--- src/hdl/lur_pkg.sv ---
// Shared types, field widths, codes and defaults for the lens undistortion remap block.
package lur_pkg;

  localparam int unsigned MAX_IMG_WIDTH_DEF  = 640;
  localparam int unsigned MAX_IMG_HEIGHT_DEF = 240;
  localparam int unsigned DEST_WIDTH_DEF     = 320;
  localparam int unsigned DEST_HEIGHT_DEF    = 120;
  localparam int unsigned MAP_SIZE_DEF       = 64;

  localparam int unsigned FUNC_BITS    = 2;
  localparam int unsigned MAP_IDX_BITS = 6;
  localparam int unsigned MAP_VAL_BITS = 20;
  localparam int unsigned PIX_X_BITS   = 10;
  localparam int unsigned PIX_Y_BITS   = 8;
  localparam int unsigned PIX_VAL_BITS = 8;
  localparam int unsigned DEST_X_BITS  = 9;
  localparam int unsigned DEST_Y_BITS  = 7;
  localparam int unsigned CFG_W_BITS   = 10;
  localparam int unsigned CFG_H_BITS   = 8;
  localparam int unsigned CFG_IDX_BITS = 1;
  localparam int unsigned CFG_DATA_BITS = 10;

  localparam logic [FUNC_BITS-1:0] FUNC_MAP_LOAD = 2'd0;
  localparam logic [FUNC_BITS-1:0] FUNC_PIX_LOAD = 2'd1;
  localparam logic [FUNC_BITS-1:0] FUNC_COMPUTE  = 2'd2;

  localparam logic [CFG_IDX_BITS-1:0] REG_IMG_WIDTH  = 1'd0;
  localparam logic [CFG_IDX_BITS-1:0] REG_IMG_HEIGHT = 1'd1;

  localparam logic [CFG_W_BITS-1:0]   IMG_WIDTH_RST  = 10'd640;
  localparam logic [CFG_H_BITS-1:0]   IMG_HEIGHT_RST = 8'd240;
  localparam logic [PIX_VAL_BITS-1:0] REJECT_PIXEL   = 8'd255;

  localparam int unsigned QUEUE_DEPTH = 4;

  typedef enum logic [1:0] {
    KIND_MAP,
    KIND_PIX,
    KIND_CMP
  } kind_e;

  typedef struct packed {
    kind_e                    kind;
    logic [MAP_IDX_BITS-1:0]  map_col;
    logic [MAP_IDX_BITS-1:0]  map_row;
    logic [MAP_VAL_BITS-1:0]  map_dx;
    logic [MAP_VAL_BITS-1:0]  map_dy;
    logic [PIX_X_BITS-1:0]    pix_x;
    logic [PIX_Y_BITS-1:0]    pix_y;
    logic [PIX_VAL_BITS-1:0]  pix_val;
    logic [DEST_X_BITS-1:0]   dest_x;
    logic [DEST_Y_BITS-1:0]   dest_y;
  } item_t;

endpackage

--- src/hdl/lur_front.sv ---
// Front end: accepts requests, drops ignored ones, saturates destination coordinates.
module lur_front #(
  parameter int unsigned MAX_IMG_WIDTH  = lur_pkg::MAX_IMG_WIDTH_DEF,
  parameter int unsigned MAX_IMG_HEIGHT = lur_pkg::MAX_IMG_HEIGHT_DEF,
  parameter int unsigned DEST_WIDTH     = lur_pkg::DEST_WIDTH_DEF,
  parameter int unsigned DEST_HEIGHT    = lur_pkg::DEST_HEIGHT_DEF,
  parameter int unsigned MAP_SIZE       = lur_pkg::MAP_SIZE_DEF
) (
  input  logic                              in_valid_i,
  output logic                              in_ready_o,
  input  logic [lur_pkg::FUNC_BITS-1:0]     func_i,
  input  logic [lur_pkg::MAP_IDX_BITS-1:0]  map_col_i,
  input  logic [lur_pkg::MAP_IDX_BITS-1:0]  map_row_i,
  input  logic [lur_pkg::MAP_VAL_BITS-1:0]  map_dx_i,
  input  logic [lur_pkg::MAP_VAL_BITS-1:0]  map_dy_i,
  input  logic [lur_pkg::PIX_X_BITS-1:0]    pixel_x_i,
  input  logic [lur_pkg::PIX_Y_BITS-1:0]    pixel_y_i,
  input  logic [lur_pkg::PIX_VAL_BITS-1:0]  pixel_value_i,
  input  logic [lur_pkg::DEST_X_BITS-1:0]   dest_x_i,
  input  logic [lur_pkg::DEST_Y_BITS-1:0]   dest_y_i,
  input  logic                              full_i,
  output logic                              push_o,
  output lur_pkg::item_t                    item_o
);
  import lur_pkg::*;

  logic keep;

  always_comb begin
    item_o         = '0;
    item_o.map_col = map_col_i;
    item_o.map_row = map_row_i;
    item_o.map_dx  = map_dx_i;
    item_o.map_dy  = map_dy_i;
    item_o.pix_x   = pixel_x_i;
    item_o.pix_y   = pixel_y_i;
    item_o.pix_val = pixel_value_i;
    item_o.dest_x  = dest_x_i;
    item_o.dest_y  = dest_y_i;
    if (32'(dest_x_i) > DEST_WIDTH - 1) item_o.dest_x = DEST_X_BITS'(DEST_WIDTH - 1);
    if (32'(dest_y_i) > DEST_HEIGHT - 1) item_o.dest_y = DEST_Y_BITS'(DEST_HEIGHT - 1);
    keep        = 1'b0;
    item_o.kind = KIND_CMP;
    unique case (func_i)
      FUNC_MAP_LOAD: begin
        item_o.kind = KIND_MAP;
        keep = (32'(map_col_i) < MAP_SIZE) && (32'(map_row_i) < MAP_SIZE);
      end
      FUNC_PIX_LOAD: begin
        item_o.kind = KIND_PIX;
        keep = (32'(pixel_x_i) < MAX_IMG_WIDTH) && (32'(pixel_y_i) < MAX_IMG_HEIGHT);
      end
      FUNC_COMPUTE: begin
        item_o.kind = KIND_CMP;
        keep = 1'b1;
      end
      default: keep = 1'b0;
    endcase
  end

  assign in_ready_o = !full_i;
  assign push_o     = in_valid_i && !full_i && keep;

endmodule

--- config.mk ---
export PLATFORM = sky130hd
export DESIGN_NAME = lur_front
export DESIGN_NICKNAME = d
export VERILOG_FILES = /design/src/hdl/lur_pkg.sv /design/src/hdl/lur_front.sv
export SDC_FILE = /design/constraint.sdc
export NUM_CORES = 1
export LEC_CHECK = 0
export BUFFER_PORTS_ARGS = -buffer_cell sky130_fd_sc_hd__buf_2
export CAP_MARGIN = 15
export CORE_AREA = 5 5 73 75
export DETAILED_ROUTE_END_ITERATION = 12
export DIE_AREA = 0 0 78 80
export PLACE_DENSITY = 0.75
export SLEW_MARGIN = 20
export SYNTH_ARGS = -nofsm -noshare
export SYNTH_HDL_FRONTEND = slang
export SYNTH_SLANG_ARGS = --single-unit
--- constraint.sdc ---
create_clock -name vclk -period 1.4
set_clock_uncertainty 0.05 [all_clocks]
set_input_delay 0.28 -clock vclk [all_inputs]
set_output_delay 0.28 -clock vclk [all_outputs]
set_load 0.005 [all_outputs]
==> metrics.yaml <==
run_status:
  outcome: "finished clean"
clock_tree:
  cts-resized-gates: 0
  cts_setup_buffers: 0
  cts_hold_buf: 0
route:
  first_pass_iters: 2
  drt.antenna.violating_nets: 0
  avgViaCountPerCell: 3.48
  wl_um: 1720
  wl_per_cell_um: 13.3
  drc: 0
  drt-initial-drc-count: 4
  vias: 449
floorplanning:
  die_area_sq_um: 6240
  die_x_um: 78
  core_region_area_sq_um: 4600
  io-pin-count: 196
  rows: 25
  start_util_pct: 16.3
  fp.dieH_um: 80
sta:
  maxSlewViolCount: 0
  fin_crit_sh_pct: 85.1
  hold_viol_final: 0
  rsz0062_at_grt: "no"
  min_period_ns: 1.19
  worst_pin_slew_ns: 0.251
  fmax_ghz: 0.839
  setup_violations: 0
  slew_headroom_pct: 83.3
  setup_tns_ns: 0
critical_path:
  crit_path_end_kind: "output port"
  crit_required_ns: 1.07
  arrival_ns: 0.86
  path_delay_family: "buffers and inverters"
  start_kind: "input pin"
  crit_fanout: 2
  slowest_stage: "a31o_1"
  criticalPathCategory: "in -> out"
  cp_num_buf_inv: 2
  critical-path-max-stage-delay_ns: 0.21
  crit_chain: "buf_2 > nor3b_2 > a31o_1 > buf_2"
  timing.critical_path.mode_cell: "buf_2"
cells_and_area:
  n_fill_cell: 518
  seqCellArea_sq_um: 0
  post-route-cell-area_sq_um: 484
  design.seq.count: 0
  nets: 175
  final_common_cell: "buf_2"
  clkbuf_count: 0
  fin_util_pct: 10.5
  syn_to_final_growth_pct: -35.5
  layout-drive-gt1-share_pct: 76.0
  final_cell_mix: "buf_2 (54), nand2b_1 (9), nor2b_1 (3)"
  diodes: 0
global_route:
  overflow: 0
  grt_pass1_vias: 481
  grt_pass1_wl_um: 2350
  track_usage_pct: 4.48
  grt_max_degree: 7
  antenna_found_initial: 0
pwr:
  power.density_nw_per_um2: 251
  leakage_nw: 0.269
  ir_worst_vdd_v: 0.0000684
place:
  port_buffers: 54
  placed_cell_area_sq_um: 484
  place_congestion: 0.556
job:
  maxCapViolations: 0
synth:
  synth-xor-area-share_pct: 0
  synth_area_leaders: "buf_4 (78%), nand2b_1 (7.5%), clkbuf_1 (2.5%)"
  yosysTopAreaCell: "buf_4"
  avgSynthCellArea_sq_um: 7.22
  synthSimpleGateAreaFrac_pct: 16.0
  synth_fa_ha_area_share_pct: 0
  synthesis.nets: 202
  synth_cells: 104
  synthMuxAreaShare_pct: 0
  syn_area_sq_um: 751
  synth-compound-area-share_pct: 3.00
  synth_top_family_by_area: "buffers and inverters"
  synth_top_area_share_pct: 78.0
  ys_types: 13
  ys_seq_area_share_pct: 0
  yosys_warnings: 0
min_path:
  min_path_type: "in -> out"
## logic make-up (layout without fill, tap and decap cells)
| logic type | count (synthesis) | count (layout) |
|---|---|---|
| AOI/OAI and AO/OA | 3 | 3 |
| and+or+nand+nor | 17 | 17 |
| buffers and inverters | 84 | 55 |
## through the flow
stage,setup WS [ns],power (mW),hold WS [ns],instances
6_report,0.208,0.122,0.510,129
5_1_grt,0.152,0.136,0.510,129
4_1_cts,0.182,0.125,0.510,129
3_5_place_dp,0.190,0.124,0.510,129
3_3_place_gp,0.194,0.123,0.510,129
2_1_floorplan,0.447,0.217,0.537,104
## metal layers
metal | up-vias | share of wire (%) | GRT usage [%]
li1 | 180 | - | -
met4 | 0 | 13 | 6.59
met3 | 38 | 22 | 1.81
met1 | 172 | 20 | 3.20
met2 | 59 | 45 | 7.43
met5 | - | 0 | 0
## cell type report
class	count	area, sq um	share of cell area, %
Multi-Input combinational cell	20	143	29.5
Tap cell	54	67.6	14.0
Inverter	1	3.75	0.775
Timing Repair Buffer	54	270	55.8
## cell usage after synthesis
| cell | instances |
|---|---|
| nand4_2 | 1 |
| a31o_1 | 1 |
| nor2b_1 | 3 |
| nand2b_1 | 9 |
| and2_1 | 1 |
| inv_1 | 1 |
| o21ai_2 | 1 |
| clkbuf_1 | 5 |
| o21ai_0 | 1 |
| nand4_1 | 1 |
| nor3b_2 | 1 |
| buf_4 | 78 |
| nor3b_1 | 1 |
## power by group
group	switching [mW]	internal [mW]	leakage [nW]
Clock	0	0	0
Combinational	0.0512	0.0703	0.269
Sequential	0	0	0
Total	0.0512	0.0703	0.269
## final timing paths
| check | start | to | slack (ns) | cells past startpoint |
|---|---|---|---|---|
| setup / recovery | in_valid_i | push_o | 0.21 | 4 |
| hold / removal | pixel_y_i[1] | item_o[25] | 0.51 | 0 |
Note: power is estimated with default switching activity, not from simulation.
