`src/hdl/lur_pkg.sv`:
```
// Shared types, field widths, codes and defaults for the lens undistortion remap block.
package lur_pkg;

  localparam int unsigned MAX_IMG_WIDTH_DEF  = 640;
  localparam int unsigned MAX_IMG_HEIGHT_DEF = 240;
  localparam int unsigned DEST_WIDTH_DEF     = 320;
  localparam int unsigned DEST_HEIGHT_DEF    = 120;
  localparam int unsigned MAP_SIZE_DEF       = 64;

  localparam int unsigned FUNC_BITS    = 2;
  localparam int unsigned MAP_IDX_BITS = 6;
  localparam int unsigned MAP_VAL_BITS = 20;
  localparam int unsigned PIX_X_BITS   = 10;
  localparam int unsigned PIX_Y_BITS   = 8;
  localparam int unsigned PIX_VAL_BITS = 8;
  localparam int unsigned DEST_X_BITS  = 9;
  localparam int unsigned DEST_Y_BITS  = 7;
  localparam int unsigned CFG_W_BITS   = 10;
  localparam int unsigned CFG_H_BITS   = 8;
  localparam int unsigned CFG_IDX_BITS = 1;
  localparam int unsigned CFG_DATA_BITS = 10;

  localparam logic [FUNC_BITS-1:0] FUNC_MAP_LOAD = 2'd0;
  localparam logic [FUNC_BITS-1:0] FUNC_PIX_LOAD = 2'd1;
  localparam logic [FUNC_BITS-1:0] FUNC_COMPUTE  = 2'd2;

  localparam logic [CFG_IDX_BITS-1:0] REG_IMG_WIDTH  = 1'd0;
  localparam logic [CFG_IDX_BITS-1:0] REG_IMG_HEIGHT = 1'd1;

  localparam logic [CFG_W_BITS-1:0]   IMG_WIDTH_RST  = 10'd640;
  localparam logic [CFG_H_BITS-1:0]   IMG_HEIGHT_RST = 8'd240;
  localparam logic [PIX_VAL_BITS-1:0] REJECT_PIXEL   = 8'd255;

  localparam int unsigned QUEUE_DEPTH = 4;

  typedef enum logic [1:0] {
    KIND_MAP,
    KIND_PIX,
    KIND_CMP
  } kind_e;

  typedef struct packed {
    kind_e                    kind;
    logic [MAP_IDX_BITS-1:0]  map_col;
    logic [MAP_IDX_BITS-1:0]  map_row;
    logic [MAP_VAL_BITS-1:0]  map_dx;
    logic [MAP_VAL_BITS-1:0]  map_dy;
    logic [PIX_X_BITS-1:0]    pix_x;
    logic [PIX_Y_BITS-1:0]    pix_y;
    logic [PIX_VAL_BITS-1:0]  pix_val;
    logic [DEST_X_BITS-1:0]   dest_x;
    logic [DEST_Y_BITS-1:0]   dest_y;
  } item_t;

endpackage

```
`src/hdl/lur_fifo.sv`:
```
// Short request queue between the front end and the compute pipeline.
module lur_fifo (
  input  logic           clk_i,
  input  logic           rst_ni,
  input  logic           push_i,
  input  lur_pkg::item_t item_i,
  output logic           full_o,
  input  logic           pop_i,
  output logic           valid_o,
  output lur_pkg::item_t item_o
);
  import lur_pkg::*;

  localparam int unsigned PW = $clog2(QUEUE_DEPTH);

  item_t         mem_q [QUEUE_DEPTH];
  logic [PW-1:0] wr_q, wr_d, rd_q, rd_d;
  logic [PW:0]   cnt_q, cnt_d;

  assign full_o  = cnt_q == (PW+1)'(QUEUE_DEPTH);
  assign valid_o = cnt_q != '0;
  assign item_o  = mem_q[rd_q];

  always_comb begin
    wr_d  = push_i ? wr_q + PW'(1) : wr_q;
    rd_d  = pop_i ? rd_q + PW'(1) : rd_q;
    cnt_d = cnt_q + (PW+1)'(push_i) - (PW+1)'(pop_i);
  end

  always_ff @(posedge clk_i or negedge rst_ni) begin
    if (!rst_ni) begin
      wr_q  <= '0;
      rd_q  <= '0;
      cnt_q <= '0;
    end else begin
      wr_q  <= wr_d;
      rd_q  <= rd_d;
      cnt_q <= cnt_d;
    end
  end

  always_ff @(posedge clk_i) begin
    if (push_i) mem_q[wr_q] <= item_i;
  end

endmodule

```
`config.mk`:
```
export PLATFORM = sky130hd
export DESIGN_NAME = lur_fifo
export DESIGN_NICKNAME = d
export VERILOG_FILES = /design/src/hdl/lur_pkg.sv /design/src/hdl/lur_fifo.sv
export SDC_FILE = /design/constraint.sdc
export NUM_CORES = 1
export LEC_CHECK = 0
export BUFFER_PORTS_ARGS = -buffer_cell sky130_fd_sc_hd__buf_2
export CORE_MARGIN = 1.5
export CORE_UTILIZATION = 60
export CTS_CLUSTER_SIZE = 20
export DETAILED_ROUTE_END_ITERATION = 10
export HOLD_SLACK_MARGIN = 0.03
export PLACE_DENSITY = 0.83
export SLEW_MARGIN = 30
export SYNTH_ARGS = -nofsm -noshare
export SYNTH_HDL_FRONTEND = slang
export SYNTH_SLANG_ARGS = --single-unit
```
`constraint.sdc`:
```
create_clock -name clk_i -period 7.2 [get_ports clk_i]
set_input_delay 0.36 -clock clk_i [delete_from_list [all_inputs] [get_ports clk_i]]
set_output_delay 0.36 -clock clk_i [all_outputs]
set_load 0.005 [all_outputs]
```
==> flow_metrics.env <==
export IMPL_grt_pass1_wl_um=38600
export IMPL_p_leak_uw=0.00577
export IMPL_cell_internal_pwr_uw=4990
export IMPL_timing_reg2reg_setup_slack_ps=4750
export IMPL_r2r_end="mem_q[0][94]$_DFFE_PP_"
export IMPL_min_path_cells=1
export IMPL_timing_reg2reg_worst_path_depth=4
export IMPL_detail_route_first_pass_iterations=4
export IMPL_clk_transition_reported_paths_ps=70
export IMPL_postCtsSetupBuffers=0
export IMPL_net_switching_power_uw=1810
export IMPL_cell_area_after_synthesis_um2=14200
export IMPL_synthCells=536
export IMPL_fin_nets=866
export IMPL_synth_yosys_warnings=0
export IMPL_placed_cells_incl_taps=1036
export IMPL_nFillCells=1334
export IMPL_yosys_area_top_type_share_pct=81.1
export IMPL_via_count=6345
export IMPL_timing_clock_skew_ps=11.0
export IMPL_grt_pass1_vias=6796
export IMPL_ctsRootBufferMaster="sky130_fd_sc_hd__clkbuf_16"
export IMPL_track_usage_pct=21.4
export IMPL_tritoncts_num_buffers=38
export IMPL_r2r_start="wr_q[0]$_DFFE_PN0P_"
export IMPL_synth_yosys_seq_area_share_pct=82.3
export IMPL_ir_worst_vdd_mv=0.402
export IMPL_final_core_utilization_pct=72.0
export IMPL_share_of_the_cycle_needed_by_the_critical_path_after_routing_pct=42.7
export IMPL_drt_first_iter_violations=387
export IMPL_max_cap_violations=0
export IMPL_hold_path_startpoint="item_i[69]"
export IMPL_clk_lat_worst_skew_ps=510
export IMPL_worstPathMaxFanout=53
export IMPL_yosysTopAreaCell="sky130_fd_sc_hd__edfxtp_1"
export IMPL_synthesis_nets=643
export IMPL_timing_critical_path_slowest_cell_delay_ps=850
export IMPL_routed_wl_um=25700
export IMPL_fmaxAchievable_mhz=325
export IMPL_synth_ff_latch_count=391
export IMPL_swShare_pct=26.6
export IMPL_worst_slew_pin_slew_ps=866
export IMPL_grt_max_degree=57
export IMPL_area_of_the_placeable_core_um2=23300
export IMPL_antenna_found_initial=2
export IMPL_cts_max_path_buffers=3
export IMPL_critPathArrivalTime_ps=2720
export IMPL_drc_violations_left=0
export IMPL_cp_end_kind="output pin"
export IMPL_run_status="completed"
export IMPL_synth_top_cells_by_area="sky130_fd_sc_hd__edfxtp_1 (81%), sky130_fd_sc_hd__mux4_2 (15%), sky130_fd_sc_hd__dfrtp_1 (1.2%)"
export IMPL_fin_crit_ps=3080
export IMPL_cts_max_level=2
export IMPL_timing_critical_path_slowest_stage_cell="sky130_fd_sc_hd__dfrtp_4"
export IMPL_globalRouteOverflowTotal=0
export IMPL_synthesis_area_per_instance_um2=26.5
export IMPL_combinationalPowerShare_pct=25.1
export IMPL_timing_setup_tns_ps=0
export IMPL_clock_power_share_pct=28.3
export IMPL_gp_congestion=0.700
export IMPL_synth_lib_cells_used_distinct=18
export IMPL_hold_path_class="in2reg"
export IMPL_wire_per_inst_um=23.2
export IMPL_start_util_pct=60.9
export IMPL_power_per_cell_area_nw_per_um2=405
export IMPL_hpwl_um=15100
export IMPL_chipWidth_um=157
export IMPL_report_final_hold_viol_count=0
export IMPL_worstPathRequired_ps=6840
export IMPL_final_max_slew_violation_count=0
export IMPL_setup_violations_final=0
export IMPL_avgViaCountPerCell=5.72
export IMPL_antenna_violating_nets_post_route=0
export IMPL_rsz0062_at_grt="false"
export IMPL_flow_area_growth_from_synthesis_pct=18.1
export IMPL_final_instance_count_excl_fill=1109
export IMPL_layout_drive_gt1_share_pct=45.7
export IMPL_tritoncts="built"
export IMPL_floorplan_die_area_um2=24600
export IMPL_clock_sinks=391
export IMPL_seq_power_share_pct=46.6
export IMPL_port_buffers=197
export IMPL_placement_rows=56
export IMPL_setup_worst_path_class="reg2out"
export IMPL_startpoint_type="register"
export IMPL_cp_cell_sequence="buf_4 -> mux4_2 -> buf_2"
export IMPL_timing_max_slew_rel_slack_pct=42.2
export IMPL_hold_path_end="mem_q[0][69]$_DFFE_PP_"
export IMPL_die_height_um=157
export IMPL_ioPinCount=198
[per-stage QoR]
| step | power [µW] | hold slack (ps) | cell area, µm² | setup slack (ps) |
|---|---|---|---|---|
| 2_1_floorplan | 4280 | 64.4 | 14200 | 3890 |
| 3_3_place_gp | 4860 | 195 | 15500 | 3990 |
| 3_5_place_dp | 4930 | 203 | 15500 | 3970 |
| 4_1_cts | 6860 | 39.4 | 16800 | 3420 |
| 5_1_grt | 7090 | 40.2 | 16800 | 4000 |
| 6_report | 6790 | 56.8 | 16800 | 4120 |
[cells in the final DEF, fill, tap and decap left out]
cell / instances
sky130_fd_sc_hd__and2_4: 4
sky130_fd_sc_hd__fa_1: 1
sky130_fd_sc_hd__dlygate4sd3_1: 1
sky130_fd_sc_hd__dfrtp_1: 5
sky130_fd_sc_hd__ha_1: 6
sky130_fd_sc_hd__or3_1: 1
sky130_fd_sc_hd__diode_2: 2
sky130_fd_sc_hd__buf_16: 1
sky130_fd_sc_hd__bufinv_16: 4
sky130_fd_sc_hd__buf_2: 197
sky130_fd_sc_hd__buf_4: 5
sky130_fd_sc_hd__xor2_1: 2
sky130_fd_sc_hd__inv_6: 2
sky130_fd_sc_hd__and3_1: 1
sky130_fd_sc_hd__inv_1: 6
sky130_fd_sc_hd__clkinv_1: 11
sky130_fd_sc_hd__buf_6: 1
sky130_fd_sc_hd__clkinv_2: 7
sky130_fd_sc_hd__edfxtp_1: 384
sky130_fd_sc_hd__mux4_2: 96
sky130_fd_sc_hd__o21ai_0: 1
sky130_fd_sc_hd__dfrtp_4: 2
sky130_fd_sc_hd__clkinvlp_4: 2
sky130_fd_sc_hd__nand2_1: 2
sky130_fd_sc_hd__xnor2_1: 3
sky130_fd_sc_hd__clkbuf_1: 4
sky130_fd_sc_hd__clkbuf_16: 39
[worst max-delay path by stage]
stage | depth (start not counted) | startpoint | endpoint | slack [ps]
floorplan | 3 | wr_q[0]$_DFFE_PN0P_ | mem_q[0][0]$_DFFE_PP_ | 3890
global placement | 3 | rd_q[0]$_DFFE_PN0P_ | item_o[66] | 3990
detailed placement | 3 | rd_q[0]$_DFFE_PN0P_ | item_o[66] | 3970
CTS | 3 | rd_q[0]$_DFFE_PN0P_ | item_o[13] | 3420
global route | 3 | rd_q[1]$_DFFE_PN0P_ | item_o[66] | 4000
finish | 3 | rd_q[1]$_DFFE_PN0P_ | item_o[66] | 4120
[area by class of cell]
type                            instances  area, µm²  area share [%]
Antenna cell                            2       5.00          0.0298
Clock buffer                           43        991            5.90
Clock inverter                         26        229            1.36
Inverter                                6       22.5           0.134
Multi-Input combinational cell        117       2360            14.1
Sequential cell                       391      11700            69.8
Tap cell                              319        399            2.38
Timing Repair Buffer                  205       1070            6.39
[power by group through the flow]
| stage | clock [µW] | combinational (µW) | sequential, µW |
|---|---|---|---|
| floorplan | 0 | 1160 | 3120 |
| global placement | 0 | 1630 | 3230 |
| detailed placement | 0 | 1670 | 3260 |
| CTS | 1950 | 1680 | 3220 |
| global route | 2040 | 1850 | 3200 |
| finish | 1930 | 1710 | 3160 |
[critical path, delay by kind of cell (launching register included)]
family	cells	cell delay [ps]
flops	1	850
buf+inv	2	860
mux	1	430
[flip-flops by register name, indices dropped and copies added, names as in the netlist]
signal	count
wr_q	2
cnt_q	3
rd_q	2
mem_q	384
[synthesized netlist by cell type]
cell,instances
sky130_fd_sc_hd__and3_1,1
sky130_fd_sc_hd__clkbuf_1,5
sky130_fd_sc_hd__xor2_1,2
sky130_fd_sc_hd__o21ai_0,1
sky130_fd_sc_hd__or3_1,1
sky130_fd_sc_hd__buf_12,1
sky130_fd_sc_hd__ha_1,6
sky130_fd_sc_hd__inv_1,6
sky130_fd_sc_hd__and2_1,4
sky130_fd_sc_hd__mux4_2,96
sky130_fd_sc_hd__edfxtp_1,384
sky130_fd_sc_hd__xnor2_1,3
sky130_fd_sc_hd__buf_6,3
sky130_fd_sc_hd__nand2_1,2
sky130_fd_sc_hd__dfrtp_1,7
sky130_fd_sc_hd__fa_1,1
sky130_fd_sc_hd__buf_2,12
sky130_fd_sc_hd__buf_4,1
[metal layers]
layer  part of all wire (%)  wire (µm)  GRT usage, %
met1                     39      10000          27.2
met2                     54      13800          37.6
met3                    5.2       1350          4.49
met4                    2.1        528          5.90
met5                      0          0             0
[logic make-up after synthesis]
logic type | count (synthesis) | share of synthesized area (%)
flip-flops | 391 | 82.3
multiplexers | 96 | 15.2
buffers and inverters | 28 | 1.14
AND/OR/NAND/NOR | 8 | 0.317
adder cells (fa/ha/maj) | 7 | 0.669
XOR/XNOR | 5 | 0.308
AO/OA/AOI/OAI | 1 | 0.0352
[repair_timing]
action | 4_1_cts | 5_1_grt
setup endpoints to repair | 0 | 0
hold buffers | 1 | 0
endpoints found under the hold margin | 7 | 0
gates resized for setup | 0 | 0
Power figures use the tool's default switching activity.
